`src/sv/pdb_pkg.sv`:
```
// Shared types and constants for the Porter-Duff pixel blender.
// Holds the blend mode codes, the pixel word layout and the per-pixel control word.
// No dependencies.
package pdb_pkg;

  localparam int unsigned ChanWidth = 8;
  localparam int unsigned ModeWidth = 4;

  typedef logic [ChanWidth-1:0] chan_t;

  typedef enum logic [ModeWidth-1:0] {
    MODE_CLEAR   = 4'd0,
    MODE_SRC     = 4'd1,
    MODE_DST     = 4'd2,
    MODE_SRCOVER = 4'd3,
    MODE_DSTOVER = 4'd4,
    MODE_SRCIN   = 4'd5,
    MODE_DSTIN   = 4'd6,
    MODE_SRCOUT  = 4'd7,
    MODE_DSTOUT  = 4'd8,
    MODE_SRCATOP = 4'd9,
    MODE_DSTATOP = 4'd10,
    MODE_XOR     = 4'd11
  } mode_e;

  localparam chan_t ChanZero = 8'd0;
  localparam chan_t ChanFull = 8'd255;

  typedef struct packed {
    chan_t alpha;
    chan_t red;
    chan_t green;
    chan_t blue;
  } pixel_t;

  // Per-pixel blend controls: a channel result is
  // pass_src*S + pass_dst*D + div255(fac_src*S) + div255(fac_dst*D).
  typedef struct packed {
    chan_t fac_src;
    chan_t fac_dst;
    logic  pass_src;
    logic  pass_dst;
  } ctrl_t;

endpackage

```
`src/sv/pdb_decode.sv`:
```
// First pipeline stage of the blender: turns the mode and both alphas into the
// per-pixel control word and registers it with the pixels. Depends on pdb_pkg.
module pdb_decode (
  input  logic            clk,
  input  logic            rst,
  input  logic            take,
  input  logic [3:0]      mode,
  input  pdb_pkg::pixel_t src_in,
  input  pdb_pkg::pixel_t dst_in,
  output logic            valid,
  output pdb_pkg::ctrl_t  ctrl,
  output pdb_pkg::pixel_t src,
  output pdb_pkg::pixel_t dst
);
  import pdb_pkg::*;

  ctrl_t ctrl_next;
  chan_t sa;
  chan_t da;
  chan_t inv_sa;
  chan_t inv_da;
  logic  sa_zero;
  logic  da_zero;
  logic  sa_full;
  logic  da_full;

  assign sa      = src_in.alpha;
  assign da      = dst_in.alpha;
  assign inv_sa  = ChanFull - sa;
  assign inv_da  = ChanFull - da;
  assign sa_zero = (sa == ChanZero);
  assign da_zero = (da == ChanZero);
  assign sa_full = (sa == ChanFull);
  assign da_full = (da == ChanFull);

  always_comb begin
    ctrl_next = '0;
    unique case (mode)
      MODE_CLEAR: begin
      end
      MODE_SRC: begin
        ctrl_next.pass_src = 1'b1;
      end
      MODE_DST: begin
        ctrl_next.pass_dst = 1'b1;
      end
      MODE_SRCOVER: begin
        ctrl_next.pass_src = 1'b1;
        ctrl_next.fac_dst  = (sa_full || da_zero) ? ChanZero : inv_sa;
      end
      MODE_DSTOVER: begin
        ctrl_next.pass_dst = 1'b1;
        ctrl_next.fac_src  = (da_full || sa_zero) ? ChanZero : inv_da;
      end
      MODE_SRCIN: begin
        ctrl_next.fac_src = (sa_zero || da_zero) ? ChanZero : da;
      end
      MODE_DSTIN: begin
        ctrl_next.fac_dst = (sa_zero || da_zero) ? ChanZero : sa;
      end
      MODE_SRCOUT: begin
        ctrl_next.fac_src = (da_full || sa_zero) ? ChanZero : inv_da;
      end
      MODE_DSTOUT: begin
        ctrl_next.fac_dst = (sa_full || da_zero) ? ChanZero : inv_sa;
      end
      MODE_SRCATOP: begin
        if (!da_zero) begin
          ctrl_next.fac_src = da;
          ctrl_next.fac_dst = inv_sa;
        end
      end
      MODE_DSTATOP: begin
        if (!sa_zero) begin
          ctrl_next.fac_dst = sa;
          ctrl_next.fac_src = inv_da;
        end
      end
      MODE_XOR: begin
        priority if (sa_full || da_zero) begin
          ctrl_next.fac_src = inv_da;
        end else if (da_full || sa_zero) begin
          ctrl_next.fac_dst = inv_sa;
        end else begin
          ctrl_next.fac_src = inv_da;
          ctrl_next.fac_dst = inv_sa;
        end
      end
      default: begin
        // Undefined modes pass the source pixel through.
        ctrl_next.pass_src = 1'b1;
      end
    endcase
  end

  always_ff @(posedge clk) begin
    if (rst) begin
      valid <= 1'b0;
    end else begin
      valid <= take;
    end
  end

  always_ff @(posedge clk) begin
    if (take) begin
      ctrl <= ctrl_next;
      src  <= src_in;
      dst  <= dst_in;
    end
  end

endmodule

```
`src/sv/pdb_lane.sv`:
```
// One colour channel of the blender: multiply, divide by 255, then add and saturate,
// each in a register stage of its own. Depends on pdb_pkg.
module pdb_lane (
  input  logic           clk,
  input  pdb_pkg::ctrl_t ctrl,
  input  pdb_pkg::chan_t s,
  input  pdb_pkg::chan_t d,
  output pdb_pkg::chan_t result
);
  import pdb_pkg::*;

  localparam int unsigned ProdWidth = 2 * ChanWidth;
  localparam int unsigned SumWidth  = ChanWidth + 2;

  logic [ProdWidth-1:0] prod_s;
  logic [ProdWidth-1:0] prod_d;
  chan_t                pass_s2;
  chan_t                pass_d2;
  chan_t                quot_s;
  chan_t                quot_d;
  chan_t                pass_s3;
  chan_t                pass_d3;
  chan_t                quot_s_next;
  chan_t                quot_d_next;
  logic [SumWidth-1:0]  sum;

  // Rounded division by 255: ((x+128)*257)>>16 equals (y + (y>>8))>>8 with y = x+128.
  function automatic chan_t div255(input logic [ProdWidth-1:0] x);
    logic [ProdWidth:0] y;
    logic [ProdWidth:0] t;
    y = {1'b0, x} + (ProdWidth+1)'(128);
    t = y + {{ChanWidth{1'b0}}, y[ProdWidth:ChanWidth]};
    return t[ProdWidth-1:ChanWidth];
  endfunction

  assign quot_s_next = div255(prod_s);
  assign quot_d_next = div255(prod_d);
  assign sum = {2'b00, pass_s3} + {2'b00, pass_d3} + {2'b00, quot_s} + {2'b00, quot_d};

  always_ff @(posedge clk) begin
    prod_s  <= {{ChanWidth{1'b0}}, ctrl.fac_src} * {{ChanWidth{1'b0}}, s};
    prod_d  <= {{ChanWidth{1'b0}}, ctrl.fac_dst} * {{ChanWidth{1'b0}}, d};
    pass_s2 <= ctrl.pass_src ? s : ChanZero;
    pass_d2 <= ctrl.pass_dst ? d : ChanZero;
    quot_s  <= quot_s_next;
    quot_d  <= quot_d_next;
    pass_s3 <= pass_s2;
    pass_d3 <= pass_d2;
    result  <= (sum > SumWidth'(ChanFull)) ? ChanFull : sum[ChanWidth-1:0];
  end

endmodule

```
`src/sv/porter_duff_pixel_blend.sv`:
```
// Porter-Duff compositor for premultiplied 8-bit ARGB pixels, four-stage pipeline.
// A word taken at one clock edge passes the decode register and the lane's product,
// quotient and result registers, and is on the result ports, with done high, once
// the result register holds it. Throughput: one pixel every cycle; busy stays low.
// The result is held for one cycle only, as the receiver cannot stall.
// Reset (rst, synchronous) empties the pipeline and sets the blend mode to src-over.
module porter_duff_pixel_blend (
  input  logic                clk,
  input  logic                rst,
  input  logic                start,
  output logic                busy,
  input  logic                cfg_valid,
  output logic                cfg_ready,
  input  logic [3:0]          cfg_data,
  input  pdb_pkg::chan_t      src_alpha,
  input  pdb_pkg::chan_t      src_red,
  input  pdb_pkg::chan_t      src_green,
  input  pdb_pkg::chan_t      src_blue,
  input  pdb_pkg::chan_t      dst_alpha,
  input  pdb_pkg::chan_t      dst_red,
  input  pdb_pkg::chan_t      dst_green,
  input  pdb_pkg::chan_t      dst_blue,
  output logic                done,
  output pdb_pkg::chan_t      out_alpha,
  output pdb_pkg::chan_t      out_red,
  output pdb_pkg::chan_t      out_green,
  output pdb_pkg::chan_t      out_blue
);
  import pdb_pkg::*;

  // The blend mode register. Each word samples the mode as it enters the pipeline,
  // so a write never disturbs pixels already in flight and can always be taken.
  logic [ModeWidth-1:0] mode;

  pixel_t src_in;
  pixel_t dst_in;
  pixel_t src1;
  pixel_t dst1;
  ctrl_t  ctrl1;
  logic   valid1;
  logic   valid2;
  logic   valid3;
  logic   take;

  // Every stage advances every cycle, so the block never pushes back on its source.
  assign busy      = 1'b0;
  assign cfg_ready = 1'b1;
  assign take      = start && !busy;

  assign src_in = '{alpha: src_alpha, red: src_red, green: src_green, blue: src_blue};
  assign dst_in = '{alpha: dst_alpha, red: dst_red, green: dst_green, blue: dst_blue};

  always_ff @(posedge clk) begin
    if (rst) begin
      mode <= MODE_SRCOVER;
    end else if (cfg_valid && cfg_ready) begin
      mode <= cfg_data;
    end
  end

  // Stage one: the mode and the alpha shortcuts collapse into two product factors
  // and two pass-through enables, shared by all four channels.
  pdb_decode u_decode (
    .clk    (clk),
    .rst    (rst),
    .take   (take),
    .mode   (mode),
    .src_in (src_in),
    .dst_in (dst_in),
    .valid  (valid1),
    .ctrl   (ctrl1),
    .src    (src1),
    .dst    (dst1)
  );

  // Stages two to four run in each channel lane: products, division by 255,
  // then the sum with saturation into the output register.
  pdb_lane u_lane_alpha (
    .clk    (clk),
    .ctrl   (ctrl1),
    .s      (src1.alpha),
    .d      (dst1.alpha),
    .result (out_alpha)
  );

  pdb_lane u_lane_red (
    .clk    (clk),
    .ctrl   (ctrl1),
    .s      (src1.red),
    .d      (dst1.red),
    .result (out_red)
  );

  pdb_lane u_lane_green (
    .clk    (clk),
    .ctrl   (ctrl1),
    .s      (src1.green),
    .d      (dst1.green),
    .result (out_green)
  );

  pdb_lane u_lane_blue (
    .clk    (clk),
    .ctrl   (ctrl1),
    .s      (src1.blue),
    .d      (dst1.blue),
    .result (out_blue)
  );

  // Valid bits follow the data through the lane stages; done marks the output word.
  always_ff @(posedge clk) begin
    if (rst) begin
      valid2 <= 1'b0;
      valid3 <= 1'b0;
      done   <= 1'b0;
    end else begin
      valid2 <= valid1;
      valid3 <= valid2;
      done   <= valid3;
    end
  end

endmodule

```
`config.mk`:
```
export PLATFORM = sky130hd
export DESIGN_NAME = porter_duff_pixel_blend
export DESIGN_NICKNAME = d
export VERILOG_FILES = /design/src/sv/pdb_pkg.sv /design/src/sv/pdb_decode.sv /design/src/sv/pdb_lane.sv /design/src/sv/porter_duff_pixel_blend.sv
export SDC_FILE = /design/constraint.sdc
export NUM_CORES = 2
export LEC_CHECK = 0
export BUFFER_PORTS_ARGS = -buffer_cell sky130_fd_sc_hd__buf_2
export CAP_MARGIN = 25
export CORE_MARGIN = 2
export CORE_UTILIZATION = 50
export DETAILED_ROUTE_END_ITERATION = 10
export PLACE_DENSITY = 0.66
export SYNTH_ARGS = -nofsm -noshare
export SYNTH_HDL_FRONTEND = slang
export SYNTH_SLANG_ARGS = --single-unit
```
`constraint.sdc`:
```
create_clock -name clk -period 10.2 [get_ports clk]
set_clock_uncertainty 0.2 [all_clocks]
set_input_delay 1.53 -clock clk [delete_from_list [all_inputs] [get_ports clk]]
set_output_delay 1.53 -clock clk [all_outputs]
set_load 0.02 [all_outputs]
```
**Word-level counts from Yosys, hierarchy flattened**

Cells that the tools add are included.
W data, S select, Z words.

- Logic and storage cells: 128
- Memory bits (read-only): 0
- Output and inout bits: 35
- Bits in writable memories: 0
- Bits of input ports: 72
- Register bits after elaboration: 442
- Memories: 0
- Bits in latches: 0

- Add/subtract/negate cells: 30
- Order comparisons: 4
- Reduce and logical (&&, ||, !) cells: 10
- $mul: 8
- Shift operators: 0
- Divide/modulo/power cells: 0
- Eq/ne operators: 12
- Mux-type cells: 11
- Bitwise gates (word level): 0

Operators with widths:

| cell | number |
|---|---|
| $add A16 B8 Y17 const B | 8 |
| $add A16 B9 Y16 | 8 |
| $mul A8 B8 Y16 | 8 |
| $add A10 B8 Y10 | 8 |
| $gt A10 B8 Y1 const B | 4 |
| $mux W8 | 5 |
| $pmux W8 S5 | 1 |
| $add A8 B8 Y9 | 4 |
| $mux W16 | 2 |
| $pmux W8 S4 | 1 |
| $eq A4 B3 Y1 const B | 4 |
| $eq A4 B4 Y1 const B | 4 |
| $eq A8 B8 Y1 const B | 2 |
| $logic_not A8 Y1 | 2 |
| $sub A8 B8 Y8 const A | 2 |
| $reduce_or A10 Y1 | 1 |
| $eq A4 B2 Y1 const B | 2 |
| $logic_not A4 Y1 | 1 |
| $reduce_or A2 Y1 | 2 |
| $logic_or A1 B1 Y1 | 3 |
| $reduce_or A3 Y1 | 1 |
| $mux W1 | 2 |

**Depth between registers and ports, before layout**

- Depth after elaboration: 5
- Depth in mapped cells: 18
- Depth with buffers taken out: 17

**Cells and area by module**

Synthesis repeated with hierarchy kept, for this count alone.

- Cells, all modules: 3437
- Area, all modules: 34257.9 µm²

Modules (own cells, without submodules):

| module | sequential area each (µm²) | area each (µm²) | times used | cells an instance |
|---|---|---|---|---|
| pdb_lane (u_lane_alpha ...) | 1761.7 | 7717.4 | 2 | 807 |
| pdb_lane (u_lane_green) | 1761.7 | 7812.5 | 1 | 829 |
| pdb_lane (u_lane_red) | 1761.7 | 7747.4 | 1 | 811 |
| pdb_decode | 2482.4 | 3024.2 | 1 | 161 |
| porter_duff_pixel_blend | 140.1 | 239.0 | 1 | 22 |

**Least setup slack after synthesis**

Ideal clock, no wire load.

- Path type: register to register
- Start: register, netlist name u_decode.ctrl[7]
- End: register u_lane_alpha.prod_d[14]
- Stages on the path, launching flop included: 19
- Setup slack: 5565 ps
- Period minus slack after synthesis: 4635 ps
- Path buffers: 1
- Arrival time: 4317 ps
- Setup time: 118 ps
- Required time: 9882 ps
- Cell sequence: edfxtp_1 > clkbuf_1 > and2_1 > fa_1 > inv_1 > fa_1 > inv_1 > fa_1 > inv_1 > fa_1 > inv_1 > ha_1 > nor3_1 > nor2_1 > a31oi_1 > nor2b_1 > o21a_1 > o41a_1 > xor2_1

- Longest elaborated chain between the ends: 1

Ends and longest elaborated chain:

| item | line | RTL |
|---|---|---|
| $mul A8 B8 Y16 | pdb_lane.sv:42 | `prod_d <= {{ChanWidth{1'b0}}, ctrl.fac_dst} * {{ChanWidth{1'b0}}, d};` |
| end signal: assignment | pdb_lane.sv:42 |  |
| end: declaration | pdb_lane.sv:16 | `logic [ProdWidth-1:0] prod_d;` |

No other way between the ends.
A chain may end at the register's enable or synchronous reset.

**Worst setup path after layout**

- Start: register, netlist name u_decode.ctrl[13]
- End: register u_lane_alpha.prod_s[14]

- Longest elaborated chain between the ends: 1

Ends and longest elaborated chain:

| item | line | RTL |
|---|---|---|
| $mul A8 B8 Y16 | pdb_lane.sv:41 | `prod_s <= {{ChanWidth{1'b0}}, ctrl.fac_src} * {{ChanWidth{1'b0}}, s};` |
| end signal: assignment | pdb_lane.sv:41 |  |
| end: declaration | pdb_lane.sv:15 | `logic [ProdWidth-1:0] prod_s;` |

No other way between the ends.

==> impl_metrics.ini <==
[cells_and_area]
area_growth_pct = 9.64
nFillCells = 6022
final_nets = 4449
final_layout_size_suffix_gt1_frac = 0.0638
design_area_um2 = 37700

[sta]
hold_viol = 0
setup_violations = 0
worst_slack_ns = 4.94
setup-tns-final_ns = 0
drv_slew = 0
fmax_mhz = 190
rsz0062_at_grt = false
period_minus_slack_ns = 5.26
fin_crit_sh = 0.515
worst_slew_pin_slew_ns = 1.01
slew_headroom = 0.324

[yosys]
synth_cells = 3522
async_flop_share = 0
post-synth-top-count-cell = inv_1
synth_edf_count = 82
synth_top_cell_area_share = 0.210
syn_nets = 4344
synth_cell_types = 81
synthTopCellsByCount = inv_1 (591), and2_1 (454), ha_1 (422)
synth-seq-cells = 442
syn-cell-area_um2 = 34400
ys_warn_count = 0
yosysSeqAreaShare = 0.281
netlist.top_cell.by_area = dfxtp_1
ys.flop_type = dfxtp_1
yosys-top-cells-area = dfxtp_1 (21%), fa_1 (19%), ha_1 (15%), and2_1 (8.3%), edfxtp_1 (7.2%)
synth.avg_cell_area_um2 = 9.76

[clocking]
path_clk_slew_ns = 0.07
clk_latency_ns = 0.61
clock_path_buffers = 3
cts_tree = built
cts_buffers = 50
cts_hold_buf = 0
cts-resized-gates = 0
htree_levels = 2
post_cts_buffers = 0
cts_root_buffer = clkbuf_16
clkSinkCount = 442

[placement]
place_area_um2 = 35800
gp_congestion = 0.897
post-place-ws_ns = 4.89
dp_hpwl_um = 55600
numPortBuffers = 104

[status]
outcome = complete, no violations

[critical_path]
worstSetupPathType = flop to flop
start_kind = flop
cp.required_ns = 10.49
end_kind = flop
cp_max_fo = 32
ff2ff_path_depth = 15
worstPathArrival_ns = 5.55
cpMostUsedCell = fa_1
path_cells = and2_1, fa_1, fa_1, fa_1, inv_1, fa_1, inv_1, ha_1, nor3_1, o211ai_1, a31oi_1, nor2b_1, o21a_1, o41a_1, xnor2_1
critical_path.max_stage_delay_ns = 0.99
r2r_end = u_lane_alpha.prod_s[14]$_DFF_P_
r2r_start = u_decode.ctrl[13]$_DFFE_PP_
reg2reg_slack_ns = 4.94
crit_slowest_cell = edfxtp_1

[run]
maxCapViolCount = 0

[floorplan]
core-area_um2 = 68300
num_io_pins = 107
die_h_um = 266
die_w_um = 266
start_util = 0.503
dieArea_um2 = 70800
num_rows = 96

[route]
ant_nets = 0
drcViolationCount = 0
vias = 22904
drt_iter0_drc = 1213
routedWlPerCell_um = 16.0
routed_wl_um = 72700
drt_pass1_iterations = 5
viasPerCell = 5.03

[hold_path]
holdPathStages = 0
hold_path_end = u_lane_red.pass_d3[4]$_DFF_P_
min_from = u_lane_red.pass_d2[4]$_SDFF_PN0_
hold_path.class = flop to flop

[pwr]
ir_worst_vdd_mv = 0.254
p_per_area_nw_per_um2 = 269
p_leak_uw = 0.0183

[global_route]
grt_pass1_wl_um = 122000
grt_max_degree = 47
antenna_found_initial = 16
track_usage = 0.216
grt_remaining_overflow = 0
grt_pass1_vias = 23311
[registers in the layout (all words and copies together), names as in the netlist, 16 cells and up]
register and cells:
u_lane_alpha.prod_s 16, u_decode.ctrl 18, u_lane_red.prod_s 16, u_lane_red.prod_d 16, u_lane_blue.prod_s 16, u_decode.dst 32, u_lane_green.prod_s 16, u_lane_green.prod_d 16
u_lane_alpha.prod_d 16, u_decode.src 32, u_lane_blue.prod_d 16
[power by group]
part | internal [uW] | switching [uW]
clock | 1120 | 754
combinational | 2490 | 3060
sequential | 2330 | 370
[per-layer routing]
| layer | share of wire | track usage |
|---|---|---|
| met4 | 0.023 | 0.0519 |
| met3 | 0.060 | 0.0461 |
| met2 | 0.43 | 0.337 |
| met5 | 0.0013 | 0 |
| met1 | 0.48 | 0.305 |
[logic make-up after synthesis]
kind of cell	after synthesis	synth area share
flops	442	0.281
other cells	2	0.000219
fa+ha+maj	750	0.345
xor+xnor	240	0.0616
mux	24	0.00699
simple gates	1073	0.168
buf+inv	659	0.0723
compound gates	332	0.0650
[worst max-delay path by stage]
stage                     slack (ns)  depth (start not counted)                               to                        start
after CTS                       4.84                         15  u_lane_alpha.prod_s[14]$_DFF_P_  u_decode.ctrl[11]$_DFFE_PP_
after global routing            4.64                         15  u_lane_alpha.prod_s[14]$_DFF_P_  u_decode.ctrl[13]$_DFFE_PP_
after detailed placement        4.89                         15  u_lane_alpha.prod_s[14]$_DFF_P_  u_decode.ctrl[11]$_DFFE_PP_
final                           4.94                         15  u_lane_alpha.prod_s[14]$_DFF_P_  u_decode.ctrl[13]$_DFFE_PP_
after global placement          4.98                         15  u_lane_alpha.prod_s[14]$_DFF_P_  u_decode.ctrl[11]$_DFFE_PP_
after floorplan                 5.56                         18  u_lane_alpha.prod_d[14]$_DFF_P_   u_decode.ctrl[7]$_DFFE_PP_
[worst max-delay path, delay by kind of cell (launching register included)]
family	cells	cell delay (ns)
adders and majority gates	5	2.29
AOI/OAI and AO/OA	4	0.87
xor gates and xnor gates	1	0.13
buffers and inverters	2	0.09
and+or+nand+nor	3	0.53
DFF	1	0.99
[cell type report]
class,count,area [um2],area share
inverters,591,2220,0.0589
repair buffers,121,726,0.0193
diodes,5,12.5,0.000332
flip-flops and latches,442,9670,0.257
multi-input cells,2421,22200,0.589
well taps,882,1100,0.0293
clock buffers,69,1510,0.0400
clock inverters,22,231,0.00614
[cells in the final DEF (no fill, tap or decap), drive strengths merged, types with 55 or more instances in the layout]
cell	netlist	final
clkbuf	62	69
nand2	245	245
xnor2	185	185
buf	6	121
and2	454	454
ha	422	422
edfxtp	82	82
dfxtp	360	360
a21oi	114	114
fa	328	328
nor2	122	122
xor2	55	55
inv	591	597
[metrics by stage]
stage	hold slack [ns]	instances	power [uW]	util
finish	0.115	4553	10100	0.551
global route	0.127	4549	11200	0.551
CTS	0.120	4545	10200	0.550
detailed placement	0.112	4454	8220	0.524
global placement	0.110	4452	8210	0.524
floorplan	0.110	3522	7000	-
(Power assumes the default switching activity.)
